[config.mk]
export PLATFORM = sky130hd
export DESIGN_NAME = pph_outq
export DESIGN_NICKNAME = d
export VERILOG_FILES = /design/src/rtl/pph_pkg.sv /design/src/rtl/pph_outq.sv
export SDC_FILE = /design/constraint.sdc
export NUM_CORES = 1
export LEC_CHECK = 0
export BUFFER_PORTS_ARGS = -buffer_cell sky130_fd_sc_hd__buf_2
export CORE_MARGIN = 2
export CORE_UTILIZATION = 30
export DETAILED_ROUTE_END_ITERATION = 10
export PLACE_DENSITY = 0.45
export REMOVE_ABC_BUFFERS = 1
export SYNTH_ARGS = -nofsm -noshare
export SYNTH_HDL_FRONTEND = slang
export SYNTH_SLANG_ARGS = --single-unit
export TNS_END_PERCENT = 5
[constraint.sdc]
create_clock -name clk -period 17.3 [get_ports clk]
set_input_delay 3.46 -clock clk [delete_from_list [all_inputs] [get_ports clk]]
set_output_delay 3.46 -clock clk [all_outputs]
set_load 0.005 [all_outputs]
[src/rtl/pph_pkg.sv]
package pph_pkg;

	// commands carried by an input transaction
	typedef enum logic [1:0] {
		CMD_SAMPLE    = 2'd0,
		CMD_READ_HIGH = 2'd1,
		CMD_READ_LOW  = 2'd2,
		CMD_READ_STAT = 2'd3
	} cmd_t;

	// statistic numbers for a statistic read
	localparam logic [7:0] STAT_HIGH_CNT   = 8'd0;
	localparam logic [7:0] STAT_LOW_CNT    = 8'd1;
	localparam logic [7:0] STAT_RISE_CNT   = 8'd2;
	localparam logic [7:0] STAT_FALL_CNT   = 8'd3;
	localparam logic [7:0] STAT_GLITCH_CNT = 8'd4;
	localparam logic [7:0] STAT_MIN_HIGH   = 8'd5;
	localparam logic [7:0] STAT_MAX_HIGH   = 8'd6;
	localparam logic [7:0] STAT_SUM_HIGH   = 8'd7;
	localparam logic [7:0] STAT_MIN_LOW    = 8'd8;
	localparam logic [7:0] STAT_MAX_LOW    = 8'd9;
	localparam logic [7:0] STAT_SUM_LOW    = 8'd10;

	// configuration register indexes
	localparam logic [0:0] REG_GLITCH_THRESHOLD = 1'd0;
	localparam logic [0:0] REG_CAPTURE_LIMIT    = 1'd1;

	// register reset values and limits
	localparam logic [31:0] GLITCH_THRESHOLD_RESET = 32'd540;
	localparam logic [19:0] CAPTURE_LIMIT_RESET    = 20'd100000;
	localparam logic [19:0] MIN_CAPTURE            = 20'd100;

	// output queue depth, also the most transactions that may be in flight
	localparam int OUTQ_DEPTH = 8;

	typedef struct packed {
		cmd_t        cmd;
		logic        pin_level;
		logic [63:0] timestamp;
		logic [7:0]  query_index;
	} item_t;

	typedef struct packed {
		logic        done;
		logic        was_high;
		logic [31:0] ticks;
	} phase_t;

	typedef struct packed {
		logic        phase_done;
		logic        ended_high;
		logic [31:0] phase_ticks;
		logic        is_glitch;
		logic [63:0] read_value;
	} result_t;

	// 32-bit increment that sticks at all ones
	function automatic logic [31:0] sat_inc32(input logic [31:0] v);
		sat_inc32 = (v == '1) ? v : v + 32'd1;
	endfunction

endpackage

[src/rtl/pph_outq.sv]
module pph_outq #(
	parameter int DEPTH = 8
) (
	input  logic             clk,
	input  logic             arst_n,
	input  logic             push,
	input  pph_pkg::result_t push_data,
	input  logic             pop,
	output logic             not_empty,
	output pph_pkg::result_t head
);

	localparam int PW = $clog2(DEPTH);

	pph_pkg::result_t entry_q [DEPTH];
	logic [PW:0]      wp_q;
	logic [PW:0]      rp_q;

	assign not_empty = wp_q != rp_q;
	assign head      = entry_q[rp_q[PW-1:0]];

	// pointers with a wrap bit
	always_ff @(posedge clk or negedge arst_n) begin
		if (!arst_n) begin
			wp_q <= '0;
			rp_q <= '0;
		end else begin
			if (push) begin
				wp_q <= wp_q + (PW+1)'(1);
			end
			if (pop) begin
				rp_q <= rp_q + (PW+1)'(1);
			end
		end
	end

	always_ff @(posedge clk) begin
		if (push) begin
			entry_q[wp_q[PW-1:0]] <= push_data;
		end
	end

endmodule

# ---- Word-level counts from Yosys, hierarchy flattened
# Memories as Yosys holds them, arrays and structs flattened.
# Index checks and enable logic that the tools add are counted.
# Widths: inputs -> output; s select.
dict set report word_totals {
  elab_cells 8
  out_inout_bits 100
  inputBits 103
  mem_bits_rw 792
  memories 1
  regBits 8
}
dict set report classes {
  n_mux 2
  add_sub_neg 2
  n_eq_ne 1
}
# memory words word_bits read_ports rd_ports_with_merged_regs write_ports line_no
set memory_table {}
lappend memory_table {entry_q 8 99 1 0 1 pph_outq.sv:15} ;# pph_pkg::result_t entry_q [DEPTH];
# operator n
set ops {}
lappend ops {{$add 4x1->4 const B} 2}
lappend ops {{$ne 4x4->1} 1}
lappend ops {{$mux 1} 2}

# ---- Longest topological paths before layout
dict set report depth {
  word_depth 2
  mapped_depth 5
  depth_no_buf 3
}

# ---- Least setup slack after synthesis
# OpenSTA, ideal clock, no wires.
dict set report synth_path {
  kind {input to register}
  start {input port push}
  end {memory entry_q[0][0] (netlist name) (enable)}
  cell_stages 2
  required_ps 16622
  path_buffers 0
  t_arrival_ps 10251
  setup_time_ps 678
  path_slack_ps 6371
  cell_sequence {nand2b_1 nor3_1}
}
dict set report synth_via {
  elab_chain_cells 2
}
# item line_no
set synth_lines {}
lappend synth_lines {{from (decl)} pph_outq.sv:6} ;# input logic push,
lappend synth_lines {{$mux 1} pph_outq.sv:38} ;# if (push) begin
lappend synth_lines {{$mux 1 (not written as such)} pph_outq.sv:39} ;# entry_q[wp_q[PW-1:0]] <= push_data;
lappend synth_lines {{to (decl)} pph_outq.sv:15}
# Every way passes these cells.

==> impl_metrics.yaml <==
clock_network:
  cts.sinks: 800
  cts_resized: 0
  clkTransAtPathRegs_ns: 0.06
  cts_setup_buffers: 0
  cts_max_path_buffers: 3
  htree_levels: 3
  cts_tree: "done"
  cts_inserted_buffers: 90
  clock_latency_ns: 0.65
  ctsHoldBuffers: 0
  root_buffer: "clkbuf_16"
min_path:
  hold_class: "reg -> reg"
  hold_path_end: "wp_q[3]$_DFFE_PN0P_"
  hold_start: "wp_q[3]$_DFFE_PN0P_"
  min_path_cells: 1
grt:
  grt_pass1_vias: 14536
  grt_overflow_total: 0
  grt_usage: 0.1316
  antenna_found_initial: 12
  grt_pass1_wl_um: 99190
  grt_max_degree: 135
run_status:
  status: "finished, final reports clean"
logic_synthesis:
  ys_warn_count: 0
  synthArstFlopShare: 0.01000
  synth.distinct_cells: 18
  syn_area_per_cell_um2: 25.50
  netlist_area_um2: 30270
  synth_seq_cells: 800
  ys_seq_area_frac: 0.7924
  synth_flop_cell: "edfxtp_1"
  netlist_instances: 1187
  synth-edff-count: 792
sta:
  drv_slew: 0
  fin_skew_ns: 0.01284
  fin_tns_setup_ns: 0
  fin_crit_sh: 0.4174
  fmax_mhz: 138.5
  hold_viol_final: 0
  hold_ws_ns: 0.5021
  relSlewSlack: 0.3102
  tightest_slew_ns: 1.032
  timing.final.setup_violations: 0
  rsz0062_at_grt: "no"
  fin_crit_ns: 7.221
job:
  max_cap_viol_count: 0
worst_setup_path:
  worstPathMaxFanout: 134
  end_kind: "output port"
  rr_worst_depth: 3
  r2r_end: "entry_q[5][84]$_DFFE_PP_"
  worstSetupStartpointType: "register"
  timing.rr.start: "wp_q[1]$_DFFE_PN0P_"
  critPathArrivalTime_ns: 3.76
  regToRegSetupSlack_ns: 14.44
  worstPathRequired_ns: 13.84
  path_class: "reg -> out"
power:
  power_leakage_nw: 11.37
  p_comb_frac: 0.273
  report.power.total_mw: 6.077
  clkPwrFrac: 0.308
  sw_frac_of_total: 0.2798
  intPower_mw: 4.376
  power.switching_mw: 1.700
  ir_worst_vdd_uv: 135.4
  pwr_density_cell_nw_per_um2: 170.7
  pwr-share-seq: 0.419
cells_and_area:
  area_growth_pct: 17.63
  final_common_cell: "edfxtp_1"
  postLayoutCoreUtil: 0.3561
  mostFrequentLayoutCells: "edfxtp_1 (792), buf_2 (202), mux4_2 (198)"
  final_layout_size_suffix_gt1_frac: 0.4396
  final_nets: 1552
floorplanning:
  initial_core_util: 0.3027
  dieWidth_um: 321.6
  die_y_um: 321.6
  top_level_ports: 203
  die_area_um2: 103400
  core-area_um2: 100000
  fp-row-count: 116
detailed_routing:
  dr.pass1.iters: 4
  vias: 13152
  drc: 0
  vias_per_cell: 4.672
  drt-total-wl_um: 67190
  ant_nets: 0
  wl_per_cell_um: 23.87
  drtIter0Drc: 687
placement:
  hpwl_um: 34580
  place_congestion: 0.6892
  port_buffers: 202
## worst max path at each step
stage                                   start       end  slack (ns)  cells after the start
after floorplan           rp_q[0]$_DFFE_PN0P_   head[0]        5.28                      2
after global placement    rp_q[2]$_DFFE_PN0P_  head[67]       10.68                      5
after detailed placement  rp_q[2]$_DFFE_PN0P_  head[67]       10.65                      5
after CTS                 rp_q[2]$_DFFE_PN0P_  head[67]        9.92                      5
after global routing      rp_q[2]$_DFFE_PN0P_  head[64]        9.86                      5
final                     rp_q[2]$_DFFE_PN0P_  head[64]       10.08                      5
## through the flow
stage | cells | instance area [µm²] | setup slack [ns]
after detailed placement | 2653 | 32690 | 10.65
after global placement | 2653 | 32690 | 10.68
final | 2815 | 35610 | 10.08
after global routing | 2813 | 35600 | 9.855
after floorplan | 1129 | 29780 | 5.275
after CTS | 2813 | 35600 | 9.920
## logic make-up after synthesis
logic type,after synthesis,share of synthesized area
xor gates and xnor gates,10,0.002894
adders and majority gates,2,0.0008266
buffers and inverters,59,0.01633
muxes,299,0.1849
DFF,800,0.7924
and+or+nand+nor,17,0.002687
## layer usage
layer | share of wire | vias to the layer above | GRT usage
met5 | 0.0018 | - | 0
met4 | 0.021 | 18 | 0.04060
met3 | 0.054 | 111 | 0.03571
met2 | 0.48 | 263 | 0.2125
met1 | 0.44 | 7116 | 0.1730
li1 | - | 5644 | -
## sequential cells by signal, summed over array words and instances, names as in the netlist
signal,count
wp_q,4
rp_q,4
entry_q,792
## final cells by class
cell class              instances  area (µm²)
well taps                    1298        1624
clock inverters                51       543.0
multi-input cells             328        5838
repair buffers                226        1229
diodes                          2       5.005
inverters                       1       6.256
flip-flops and latches        800       23990
clock buffers                 109        2366
fillers                      9150       64400
## critical path, stage by stage, from the launching register on
cell and delay, ns:
dfrtp_4 0.62, buf_12 0.69, buf_4 0.79, mux4_2 0.41, mux2_2 0.30, buf_2 0.14
## power groups by stage
stage,Clock [mW],Sequential (mW),Combinational (mW)
floorplan,0,2.75,1.17
global placement,0,2.58,1.73
detailed placement,0,2.60,1.73
CTS,1.94,2.56,1.74
global route,2.01,2.58,1.82
finish,1.87,2.55,1.66
## synth_stat cells (all sizes together) (3+ instances only)
cell,n,area (µm²)
buf,40,422.9
clkbuf,18,67.56
dfrtp,8,200.2
edfxtp,792,23780
mux2,101,1137
mux4,198,4459
nand2,4,15.01
nand2b,3,18.77
nand4,3,18.77
nor2,5,18.77
xnor2,8,70.07
No activity file was read; power rests on OpenSTA's default activity.
