--- src/rtl/pph_pkg.sv ---
package pph_pkg;

	// commands carried by an input transaction
	typedef enum logic [1:0] {
		CMD_SAMPLE    = 2'd0,
		CMD_READ_HIGH = 2'd1,
		CMD_READ_LOW  = 2'd2,
		CMD_READ_STAT = 2'd3
	} cmd_t;

	// statistic numbers for a statistic read
	localparam logic [7:0] STAT_HIGH_CNT   = 8'd0;
	localparam logic [7:0] STAT_LOW_CNT    = 8'd1;
	localparam logic [7:0] STAT_RISE_CNT   = 8'd2;
	localparam logic [7:0] STAT_FALL_CNT   = 8'd3;
	localparam logic [7:0] STAT_GLITCH_CNT = 8'd4;
	localparam logic [7:0] STAT_MIN_HIGH   = 8'd5;
	localparam logic [7:0] STAT_MAX_HIGH   = 8'd6;
	localparam logic [7:0] STAT_SUM_HIGH   = 8'd7;
	localparam logic [7:0] STAT_MIN_LOW    = 8'd8;
	localparam logic [7:0] STAT_MAX_LOW    = 8'd9;
	localparam logic [7:0] STAT_SUM_LOW    = 8'd10;

	// configuration register indexes
	localparam logic [0:0] REG_GLITCH_THRESHOLD = 1'd0;
	localparam logic [0:0] REG_CAPTURE_LIMIT    = 1'd1;

	// register reset values and limits
	localparam logic [31:0] GLITCH_THRESHOLD_RESET = 32'd540;
	localparam logic [19:0] CAPTURE_LIMIT_RESET    = 20'd100000;
	localparam logic [19:0] MIN_CAPTURE            = 20'd100;

	// output queue depth, also the most transactions that may be in flight
	localparam int OUTQ_DEPTH = 8;

	typedef struct packed {
		cmd_t        cmd;
		logic        pin_level;
		logic [63:0] timestamp;
		logic [7:0]  query_index;
	} item_t;

	typedef struct packed {
		logic        done;
		logic        was_high;
		logic [31:0] ticks;
	} phase_t;

	typedef struct packed {
		logic        phase_done;
		logic        ended_high;
		logic [31:0] phase_ticks;
		logic        is_glitch;
		logic [63:0] read_value;
	} result_t;

	// 32-bit increment that sticks at all ones
	function automatic logic [31:0] sat_inc32(input logic [31:0] v);
		sat_inc32 = (v == '1) ? v : v + 32'd1;
	endfunction

endpackage

--- src/rtl/pph_phase.sv ---
module pph_phase (
	input  logic            clk,
	input  logic            arst_n,
	input  logic            valid,
	input  pph_pkg::item_t  item,
	input  logic [19:0]     capture_limit,
	output pph_pkg::phase_t phase
);

	typedef enum logic [1:0] {
		ARM_IDLE,
		ARM_LEVEL,
		ARM_ARMED,
		ARM_TIMING
	} arm_t;

	arm_t        arm_q;
	logic        last_level_q;
	logic [63:0] last_time_q;
	logic [19:0] edges_q;

	logic        sample;
	logic        is_edge;
	logic        room;
	logic [19:0] eff_limit;
	logic [63:0] diff;

	// edge detection and capture limit
	assign sample    = valid && (item.cmd == pph_pkg::CMD_SAMPLE);
	assign is_edge   = item.pin_level != last_level_q;
	assign eff_limit = (capture_limit < pph_pkg::MIN_CAPTURE) ? pph_pkg::MIN_CAPTURE
		: capture_limit;
	assign room      = edges_q < eff_limit;

	// wrapping phase length, saturated to 32 bits
	assign diff = item.timestamp - last_time_q;

	always_comb begin
		phase.done     = sample && (arm_q == ARM_TIMING) && is_edge && room;
		phase.was_high = phase.done && !item.pin_level;
		phase.ticks    = '0;
		if (phase.done) begin
			phase.ticks = (diff[63:32] != '0) ? '1 : diff[31:0];
		end
	end

	// arming sequence and edge timing state
	always_ff @(posedge clk or negedge arst_n) begin
		if (!arst_n) begin
			arm_q        <= ARM_IDLE;
			last_level_q <= 1'b0;
			last_time_q  <= '0;
			edges_q      <= '0;
		end else if (sample) begin
			unique case (arm_q)
				ARM_IDLE: begin
					last_level_q <= item.pin_level;
					arm_q        <= ARM_LEVEL;
				end
				ARM_LEVEL: begin
					if (is_edge) begin
						last_level_q <= item.pin_level;
						arm_q        <= ARM_ARMED;
					end
				end
				ARM_ARMED: begin
					if (is_edge && room) begin
						last_level_q <= item.pin_level;
						last_time_q  <= item.timestamp;
						edges_q      <= edges_q + 20'd1;
						arm_q        <= ARM_TIMING;
					end
				end
				ARM_TIMING: begin
					if (is_edge && room) begin
						last_level_q <= item.pin_level;
						last_time_q  <= item.timestamp;
						edges_q      <= edges_q + 20'd1;
					end
				end
				default: begin
					arm_q <= ARM_IDLE;
				end
			endcase
		end
	end

endmodule

--- config.mk ---
export PLATFORM = sky130hd
export DESIGN_NAME = pph_phase
export DESIGN_NICKNAME = d
export VERILOG_FILES = /design/src/rtl/pph_pkg.sv /design/src/rtl/pph_phase.sv
export SDC_FILE = /design/constraint.sdc
export NUM_CORES = 1
export LEC_CHECK = 0
export ABC_AREA = 1
export BUFFER_PORTS_ARGS = -buffer_cell sky130_fd_sc_hd__buf_2
export CAP_MARGIN = 20
export CORE_MARGIN = 5
export CORE_UTILIZATION = 58
export CTS_CLUSTER_SIZE = 24
export DETAILED_ROUTE_END_ITERATION = 12
export PLACE_DENSITY = 0.89
export SLEW_MARGIN = 20
export SYNTH_ARGS = -nofsm -noshare
export SYNTH_HDL_FRONTEND = slang
export SYNTH_SLANG_ARGS = --single-unit
--- constraint.sdc ---
create_clock -name clk -period 4.1 [get_ports clk]
set_clock_uncertainty 0.1 [all_clocks]
set_input_delay 0.41 -clock clk [delete_from_list [all_inputs] [get_ports clk]]
set_output_delay 0.41 -clock clk [all_outputs]
set_load 0.05 [all_outputs]
Word level (Yosys, flattened, before mapping)
Index checks and enable logic that the tools add are counted.
{ "op_classes": {"addsub": 2, "magnitude_cmp": 2, "eq_ne": 7, "n_mux": 9, "reduce_logical": 15} }
{ "ops": {"columns": ["op", "count"], "rows": [
  ["$mux 32", 2],
  ["$sub 64x64->64", 1],
  ["$reduce_bool 32->1", 1],
  ["$add 20x1->20 const B", 1],
  ["$lt 20x20->1", 1],
  ["$lt 20x7->1 const B", 1],
  ["$mux 20", 1],
  ["$logic_and 1x1->1", 6],
  ["$pmux 2 s3", 1],
  ["$reduce_and 3->1", 2],
  ["$eq 2x2->1 const B", 2],
  ["$logic_not 2->1", 2],
  ["$mux 2", 2],
  ["$ne 2x2->1 const B", 2],
  ["$reduce_and 4->1", 1],
  ["$pmux 1 s3", 1],
  ["$reduce_bool 3->1", 1],
  ["$eq 2x1->1 const B", 1],
  ["$mux 1", 2],
  ["$ne 2x1->1 const B", 1],
  ["$reduce_or 2->1", 1],
  ["$logic_not 1->1", 1],
  ["$ne 1x1->1", 1]
]} }
{ "totals": {"regBits": 87, "input_bits": 98, "output_inout_bits": 34} }

Longest topological paths before layout
Gate-level depths: netlist of run 1.
{ "logic_depth": {"ltp_word": 6, "ltp_mapped": 25, "ltp_nobuf": 24} }

Worst setup path after synthesis of run 1
Ideal clock, no wire load.
{ "synth_path": {"path_type": "input port to output port", "start": "input port capture_limit[4]", "end": "output port phase[32] in the netlist's numbering", "arrival_time_ns": 3.349, "required_ns": 3.590, "slack_ns": 0.241, "path_stages": 11, "path_buffers": 0, "cell_sequence": "o311ai_1 > nand3_1 > nand2_1 > inv_1 > ha_1 > a21oi_1 > o21a_1 > o221ai_1 > a21oi_1 > nand3_1 > nor4_1"} }
{ "synth_lines": {"columns": ["item", "line_no", "rtl"], "rows": [
  ["from (decl)", "pph_phase.sv:6", "input logic [19:0] capture_limit,"],
  ["to (decl)", "pph_phase.sv:7", "output pph_pkg::phase_t phase"]
]} }

==> flow_summary.json, run 1 <==
{
  "r2r_start": "edges_q[13]",
  "worst-r2r-cell-count": 11,
  "yosysWarnings": 0,
  "grt_first_pass_wirelength_um": 54900,
  "rrSetupSlack_ns": 1.10,
  "p_leak_nw": 7.80,
  "synthAdderAreaFrac": 0.0983,
  "synthesis.area_um2": 11400,
  "setup_violations": 0,
  "ctsHoldBuffers": 0,
  "synth_xor_area_frac": 0.0384,
  "drtIter0Drc": 873,
  "core_region_area_um2": 19400,
  "worst_pin_slew_ns": 0.822,
  "drv_slew": 0,
  "layout_min_cycle_time_ns": 4.02,
  "cap_violations": 0,
  "die_area_um2": 22600,
  "drt_pass1_iterations": 6,
  "port_buffers": 123,
  "clockBufferDepth": 2,
  "die_w_um": 150,
  "drtAntennaViolNets": 0,
  "r2r_end": "last_time_q[44]",
  "avgSynthCellArea_um2": 5.65,
  "yosys.area.top_type": "nand2_1",
  "p_per_area_nw_per_um2": 581,
  "clockRootBuffer": "clkbuf_16",
  "min_path_type": "input port to asynchronous set/reset pin",
  "area_growth_pct": 17.8,
  "diodes": 0,
  "htree_num_levels": 3,
  "insertion_delay_ns": 0.37,
  "wl_per_cell_um": 14.7,
  "drive_above_1_share": 0.182,
  "drc": 0,
  "start_util": 0.588,
  "fin_tns_setup_ns": 0,
  "slew_headroom": 0.452,
  "gp_congestion": 0.969,
  "async_flop_share": 1.00,
  "synth.top_cell.area_share": 0.251,
  "synth-simple-area-share": 0.409,
  "min_period_over_period": 0.981,
  "synth_top_family_by_area": "simple AND/OR/NAND/NOR gates",
  "crit_required_ns": 3.59,
  "cp_max_fo": 8,
  "vias_per_cell": 5.09,
  "clock-sinks": 87,
  "synthMostInstantiatedCell": "nand2_1",
  "synth_edf_count": 0,
  "synth_mux_area_frac": 0,
  "fmax_ghz": 0.249,
  "grt_max_degree": 79,
  "status": "complete, no violations",
  "critPathCaptureType": "primary output",
  "fillers": 1763,
  "grt-ovfl-total": 0,
  "synth_cell_types": 39,
  "ioPinCount": 132,
  "startpoint": "last_time_q[4]",
  "drt-total-wl_um": 35600,
  "peakVddDrop_mv": 0.278,
  "synth_commonest_cells": "763 x nand2_1, 485 x inv_1, 108 x nor2_1",
  "num_vias": 12334,
  "cts_made_buffers": 9,
  "final_net_count": 2339,
  "first_global_vias": 11386,
  "antenna_found_initial": 0,
  "crit_end": "phase[24]",
  "rows": 51,
  "synth_cells": 2019,
  "cp-start-kind": "flop",
  "syn-num-nets": 2206,
  "synth-seq-area-share": 0.191,
  "die_h_um": 150,
  "critPathArrivalTime_ns": 3.51,
  "cts.clk_slew.worst_paths_ns": 0.08,
  "synth_compound_area_frac": 0.0767,
  "ys_ff_latch": 87,
  "cts_tree": "built",
  "hold_violations": 0,
  "grt_use_total": 0.306,
  "worstSetupPathType": "flop to primary output",
  "synthFlopType": "dfrtp_1",
  "dpl.hpwl_um": 28300,
  "synth.area.top_cells": "nand2_1 25%, dfrtp_1 19%, inv_1 16%",
  "power_mw": 7.79
}
## kinds of logic (layout without fill, tap and decap cells)
kind of cell / Yosys count / after routing
fa+ha+maj: 89 / 89
xor+xnor: 50 / 50
flops: 87 / 87
buf+inv: 547 / 685
simple gates: 1079 / 1079
compound gates: 167 / 167
## power breakdown
group | total, mW | internal (mW) | switching [mW]
registers | 1.43 | 1.18 | 0.251
logic | 5.51 | 1.93 | 3.58
clock network | 0.850 | 0.426 | 0.423
## placed cells by master (no fill, tap or decap), types with 11 or more instances in the layout
| master | n |
|---|---|
| ha_4 | 14 |
| o21ai_0 | 91 |
| xnor2_1 | 43 |
| nor2_2 | 38 |
| ha_2 | 23 |
| dfrtp_1 | 87 |
| buf_2 | 108 |
| buf_4 | 31 |
| inv_1 | 484 |
| nor2_1 | 81 |
| nand4_1 | 22 |
| nor3_1 | 12 |
| nand3b_1 | 19 |
| nand3_1 | 53 |
| a21oi_1 | 51 |
| nor2_4 | 13 |
| ha_1 | 51 |
| inv_2 | 29 |
| nand2_2 | 44 |
| nand3_2 | 39 |
| nand2_1 | 729 |
| clkbuf_16 | 11 |
## flip-flops by register name, summed over array words and instances (netlist names)
name and cells:
arm_q 2, edges_q 20, last_level_q 1, last_time_q 64
## critical path: stages, from the launching register on
cell and delay (ns):
dfrtp_1 0.38, inv_1 0.06, ha_2 0.30, nand2_1 0.10, nand2_2 0.09, a21oi_2 0.20
nand2_2 0.14, nand2_1 0.13, nand2_4 0.09, nand2_1 0.09, nand2_2 0.09, nand2_1 0.11
nand2_1 0.05, nand2_1 0.06, nand2_1 0.05, inv_1 0.09, nand2_1 0.07, nor2_2 0.09
nand2_2 0.10, nor2_8 0.24, clkbuf_16 0.21, nand3_2 0.06, nand2_1 0.07, inv_1 0.04
buf_2 0.20
## final cells by class
class | count | area (µm²) | area share
tap | 265 | 332 | 0.0247
timing repair buffer | 149 | 982 | 0.0732
sequential | 87 | 2180 | 0.162
clock inverter | 7 | 61.3 | 0.00457
multi-input combinational | 1385 | 7700 | 0.573
clock buffer | 9 | 225 | 0.0168
inverter | 520 | 1950 | 0.145
## per-layer routing
layer	up-vias	track usage	share of wire
met2	461	0.508	0.46
met1	5503	0.419	0.44
met3	91	0.0443	0.077
met5	-	0	0
met4	0	0.0769	0.027
li1	6279	-	-
## how the worst min path moves through the flow
stage                         start              end  slack (ns)  depth (start not counted)
finish                       arst_n   last_time_q[4]       0.005                          1
global route                 arst_n   last_time_q[6]        0.09                          1
CTS                          arst_n   last_time_q[5]        0.05                          1
detailed placement  last_time_q[27]  last_time_q[27]        0.37                          2
global placement    last_time_q[30]  last_time_q[30]        0.37                          2
floorplan                    arst_n         arm_q[0]        0.01                          0
## metrics by stage
stage | area (µm²) | cells | hold slack (ns) | setup slack (ns) | util
global placement | 12400 | 2393 | 0.366 | 0.239 | 0.637
global route | 13400 | 2422 | 0.0875 | -0.0984 | 0.692
detailed placement | 12400 | 2393 | 0.374 | 0.124 | 0.637
floorplan | 11400 | 2019 | 0.0144 | 0.241 | -
finish | 13400 | 2422 | 0.00487 | 0.0793 | 0.692
CTS | 12700 | 2411 | 0.0548 | 0.000873 | 0.655
## what timing repair did
| action | in CTS | in global routing |
|---|---|---|
| pin swaps | 1 | 13 |
| gates cloned | 1 | 3 |
| gates resized for setup | 8 | 168 |
| setup endpoints to repair | 30 | 32 |
| buffers inserted | 1 | 8 |
Note: power is estimated with default switching activity, not from simulation.
==> inputs of run 2 (changes only) <==
Settings changed: BUFFER_PORTS_ARGS -buffer_cell sky130_fd_sc_hd__buf_2 to unset, CORE_MARGIN 5 to unset, DONT_BUFFER_PORTS set to 1, PLACE_DENSITY 0.89 to 0.74.
==> run 2 against run 1 <==
Largest cell class unchanged. Total power shrank 3.8%. Critical endpoint unchanged. Via count shrank 5.6%. Sequential power is essentially flat.
==> flow_summary.json, run 2 (same netlist as run 1, synthesis figures left out) <==
{
  "grt_max_degree": 168,
  "most-common-layout-cells": "742 x nand2_1, 482 x inv_1, 92 x o21ai_0",
  "critPathCaptureType": "primary output",
  "grt_use_total": 0.327,
  "setup_violations": 0,
  "worst_pin_slew_ns": 0.591,
  "fin_tns_setup_ns": 0,
  "multiInputGateArea_um2": 7520,
  "drc": 0,
  "insertion_delay_ns": 0.36,
  "setup_ws_ns": 0.100,
  "layout_commonest_cell": "nand2_1",
  "drv_slew": 0,
  "p_per_area_nw_per_um2": 594,
  "ioPinCount": 132,
  "dr_wl_met3_um": 2290,
  "rows": 50,
  "critPathArrivalTime_ns": 3.49,
  "clock-sinks": 87,
  "wl_per_cell_um": 14.5,
  "largest_register": "last_time_q",
  "cp_max_fo": 5,
  "grt_first_pass_wirelength_um": 50900,
  "dpl.hpwl_um": 27000,
  "power_mw": 7.50,
  "final_net_count": 2221,
  "min_path_type": "input port to flop",
  "diodes": 0,
  "p_leak_nw": 7.25,
  "vias_per_cell": 5.07,
  "gp_congestion": 0.966,
  "drt_pass1_iterations": 5,
  "slew_headroom": 0.606,
  "status": "complete, no violations",
  "seq_area_um2": 2180,
  "drt-total-wl_um": 33300,
  "fin_area_um2": 12600,
  "die_area_um2": 20200,
  "hold_violations": 0,
  "m1WireLength_um": 15200,
  "start_util": 0.601,
  "crit_required_ns": 3.59,
  "clockBufferDepth": 2,
  "dr.max_layer_used": "met4",
  "fin_cells": 2298,
  "die_w_um": 142,
  "htree_num_levels": 3,
  "drtIter0Drc": 912,
  "cts_made_buffers": 9,
  "num_vias": 11647,
  "layout_min_cycle_time_ns": 4.00,
  "drtAntennaViolNets": 0,
  "largest_reg_flops": 64,
  "route.met2.wl_um": 15300,
  "cts.clk_slew.worst_paths_ns": 0.08,
  "core_region_area_um2": 19000,
  "area_growth_pct": 10.7,
  "drive_above_1_share": 0.120,
  "dp_cells": 2263,
  "antenna_found_initial": 0,
  "peakVddDrop_mv": 0.304,
  "first_global_vias": 10336,
  "cts_tree": "built",
  "fmax_ghz": 0.250,
  "grt-ovfl-total": 0,
  "top_regs": "last_time_q (64), edges_q (20), arm_q (2)",
  "min_period_over_period": 0.976,
  "cap_violations": 0,
  "place_area_um2": 11700,
  "fin_util": 0.666,
  "post-place-ws_ns": 0.122,
  "clockRootBuffer": "clkbuf_16",
  "cp-start-kind": "flop",
  "port_buffers": 0,
  "fillers": 1798,
  "die_h_um": 142,
  "holdWs_ns": 0.0798,
  "worstSetupPathType": "flop to primary output"
}
==> run 2: cell types whose count changed in the layout (fill, tap and decap cells not counted), sizes merged <==
cell / previous run / this run
buf: 147 / 28
clkinv: 8 / 9
clkinvlp: 1 / 3
dlygate4sd3: 0 / 1
inv: 518 / 514
==> run 2: routing by layer <==
layer / global-route usage / up-vias
met2: 0.549 / 358
li1: - / 6052
met4: 0.0747 / 0
met5: 0 / -
met3: 0.0485 / 45
met1: 0.441 / 5192
==> run 2: timing repair <==
| action | in CTS | in global routing |
|---|---|---|
| resized for setup | 1 | 112 |
| pin swaps | 0 | 8 |
| endpoints found under the hold margin | 87 | 0 |
| setup endpoints to repair | 14 | 32 |
| setup buffers | 0 | 16 |
| hold buffers | 2 | 0 |
| cloned | 0 | 2 |
==> run 2: worst paths after layout <==
path / start / to / slack, ns / cells past startpoint
worst max-delay path: last_time_q[51] / phase[24] / 0.10 / 21
worst min-delay path: item[15] / last_time_q[7] / 0.08 / 2
worst max register to register: edges_q[19] / last_time_q[50] / 1.07 / 8
worst min register to register: last_time_q[36] / last_time_q[36] / 0.39 / 2
max in group asynchronous: arst_n / arm_q[1] / 2.97 / 2
min in group asynchronous: arst_n / last_time_q[9] / 0.54 / 2
==> run 2: critical path, stage by stage (launching register included) <==
cell and delay [ns]:
dfrtp_1 0.36, inv_1 0.05, ha_1 0.43, nand2_1 0.17
nor2_1 0.25, nand3_1 0.19, inv_1 0.12, nand2_1 0.07
nor2_1 0.09, nand2_1 0.08, nand3_1 0.08, nand2_1 0.05
nand2_1 0.05, nand2_1 0.09, nor2_2 0.13, nand2_2 0.09
nor2_8 0.18, buf_12 0.14, buf_4 0.11, nand3_2 0.05
nand2_1 0.11, clkinvlp_4 0.25
==> run 2: area by class of cell <==
type,count,share of cell area
sequential,87,0.172
inverter,520,0.155
clock buffer,9,0.0178
timing repair buffer,31,0.0295
tap,260,0.0258
clock inverter,6,0.00347
multi-input combinational,1385,0.596
==> run 2: report_power, final <==
part	switching (mW)	leakage, nW	total [mW]	internal (mW)
Clock	0.397	0.132	0.810	0.413
Sequential	0.244	1.15	1.43	1.18
Combinational	3.45	5.97	5.26	1.82
==> inputs of run 3 (changes only) <==
Settings changed: CORE_UTILIZATION 58 to 29, CTS_CLUSTER_SIZE 24 to 20, PLACE_DENSITY 0.74 to 0.43.
==> run 3 against run 2 <==
Clock power grew 2%. Count of clock-buffer cells in the layout grew 1. Worst hold slack worse by 0.021 ns. First-iteration DRC count decreased by 46%. Register-to-register slack better by 0.22 ns. Sequential cell count unchanged. Sequential share of layout area is 1.4 points lower. Cell count increased by 13%. Global-route usage shrank 14 points. Via count down 2.3%. Sequential power is essentially flat. Largest power group unchanged.
==> flow_summary.json, run 3 (same netlist as run 1, synthesis figures left out) <==
{
  "drt_pass1_iterations": 6,
  "port_buffers": 0,
  "grt-ovfl-total": 0,
  "layout_min_cycle_time_ns": 3.96,
  "worst_pin_slew_ns": 0.510,
  "power_mw": 7.67,
  "most-common-layout-cells": "730 x nand2_1, 466 x inv_1, 91 x o21ai_0",
  "grt_first_pass_wirelength_um": 59200,
  "antenna_found_initial": 0,
  "slew_headroom": 0.657,
  "final_net_count": 2255,
  "cpPeakStageDelay_ns": 0.43,
  "dpl.hpwl_um": 32500,
  "drc": 0,
  "first_global_vias": 10767,
  "min_from": "item[11]",
  "largest_reg_flops": 64,
  "diodes": 0,
  "p_per_area_nw_per_um2": 559,
  "r2r_end": "last_time_q[1]",
  "die_area_um2": 40100,
  "drtAntennaViolNets": 0,
  "die_w_um": 200,
  "top_regs": "last_time_q (64), edges_q (20), arm_q (2)",
  "area_growth_pct": 20.3,
  "insertion_delay_ns": 0.38,
  "cp-start-kind": "flop",
  "vias_per_cell": 4.39,
  "cts_tree": "built",
  "drv_slew": 0,
  "cts_made_buffers": 9,
  "worst_path_max_delay_cell": "fa_2",
  "rsz0062_at_grt": "true",
  "clockBufferDepth": 2,
  "cp_max_fo": 8,
  "gp_congestion": 0.909,
  "core_region_area_um2": 38700,
  "largest_register": "last_time_q",
  "min_period_over_period": 0.967,
  "holdPathStages": 2,
  "htree_num_levels": 3,
  "critPathArrivalTime_ns": 3.45,
  "critPathCaptureType": "primary output",
  "min_to": "last_time_q[3]",
  "clock-sinks": 87,
  "wl_per_cell_um": 14.6,
  "drt-total-wl_um": 37900,
  "ioPinCount": 132,
  "grt_max_degree": 88,
  "num_vias": 11384,
  "layout_commonest_cell": "nand2_1",
  "peakVddDrop_mv": 0.233,
  "p_leak_nw": 7.49,
  "worstPathCellList": "ha_2 -> inv_4 -> fa_2 -> nand2_2 -> nand3_2 -> and2_4 -> nand4_1 -> nand3b_1 -> nand2_2 -> nand4_1 -> nand2_1 -> nand2_1 -> nor2_1 -> nand2_2 -> nor2_8 -> buf_12 -> clkbuf_16 -> nand3_2 -> nand2_1 -> inv_2 -> buf_12",
  "fmax_ghz": 0.252,
  "place_area_um2": 12700,
  "multiInputGateArea_um2": 7610,
  "rrSetupSlack_ns": 1.29,
  "drive_above_1_share": 0.151,
  "rows": 72,
  "clockRootBuffer": "clkbuf_16",
  "setup_violations": 0,
  "fin_area_um2": 13700,
  "worstSetupPathType": "flop to primary output",
  "drtIter0Drc": 493,
  "fillers": 4395,
  "die_h_um": 200,
  "cap_violations": 0,
  "min_path_type": "input port to flop",
  "cts.clk_slew.worst_paths_ns": 0.08,
  "grt_use_total": 0.191,
  "seq_area_um2": 2180,
  "r2r_start": "edges_q[13]",
  "hold_violations": 0,
  "worst-r2r-cell-count": 11,
  "crit_required_ns": 3.59,
  "start_util": 0.294,
  "status": "complete, no violations"
}
[run 3: cell types whose count changed in the layout (fill, tap and decap cells not counted), moves of 3 or more]
| cell | previous run | this run |
|---|---|---|
| buf_12 | 6 | 39 |
| ha_1 | 60 | 57 |
| ha_4 | 8 | 12 |
| inv_1 | 482 | 466 |
| inv_2 | 29 | 45 |
| nand2_1 | 742 | 730 |
| nand2_2 | 35 | 48 |
| nor2_1 | 87 | 81 |
| nor2_4 | 9 | 14 |
| nor3_1 | 10 | 13 |
[run 3: worst max path at each step]
stage                           startpoint        end  cells past startpoint
after global routing       last_time_q[12]  phase[26]                     23
after detailed placement           item[8]  phase[16]                     20
after CTS                   last_time_q[7]  phase[16]                     23
final                       last_time_q[0]  phase[27]                     21
after global placement             item[8]  phase[13]                     20
after floorplan           capture_limit[4]  phase[32]                     11
[run 3: per-layer routing]
metal	wire [µm]	track usage	vias to the layer above	share of wire
met5	0	0	-	0
met4	584	0.0450	0	0.015
met3	1620	0.0311	27	0.043
met2	17300	0.313	159	0.46
met1	18400	0.259	5089	0.49
li1	-	-	6109	-
[run 3: stage by stage]
stage               utilization  setup WS, ns  setup TNS (ns)  instances  hold slack, ns
detailed placement        0.328        0.0477               0       2556          0.0196
CTS                       0.338        0.0104               0       2577          0.0454
global placement          0.328        0.0673               0       2556          0.0189
finish                    0.354         0.136               0       2591          0.0583
floorplan                     -         0.241               0       2019          0.0144
global route              0.354       -0.0683           -1.09       2591          0.0536
[run 3: layout make-up]
type | instances | share of cell area
multi-input combinational | 1385 | 0.555
sequential | 87 | 0.159
timing repair buffer | 65 | 0.0756
inverter | 520 | 0.143
clock inverter | 6 | 0.00356
clock buffer | 10 | 0.0167
tap | 518 | 0.0473
[run 3: power breakdown]
part	switching, mW	total [mW]	internal (mW)
Sequential	0.247	1.43	1.18
Clock	0.408	0.829	0.421
Combinational	3.51	5.41	1.90
[run 3: repair_timing]
action | 4_1_cts | 5_1_grt
endpoints found under the setup margin | 32 | 32
endpoints found under the hold margin | 87 | 0
buffers inserted | 3 | 13
pin swaps | 4 | 24
gates resized for setup | 18 | 135
hold buffers | 2 | 0
gates cloned | 0 | 2
[run 3: worst max-delay path, delay by kind of cell (launching register included)]
kind / cells / cell delay, ns
flip-flops: 1 / 0.36
AND/OR/NAND/NOR: 14 / 1.55
buffers and inverters: 5 / 0.52
adder cells (fa/ha/maj): 2 / 0.63
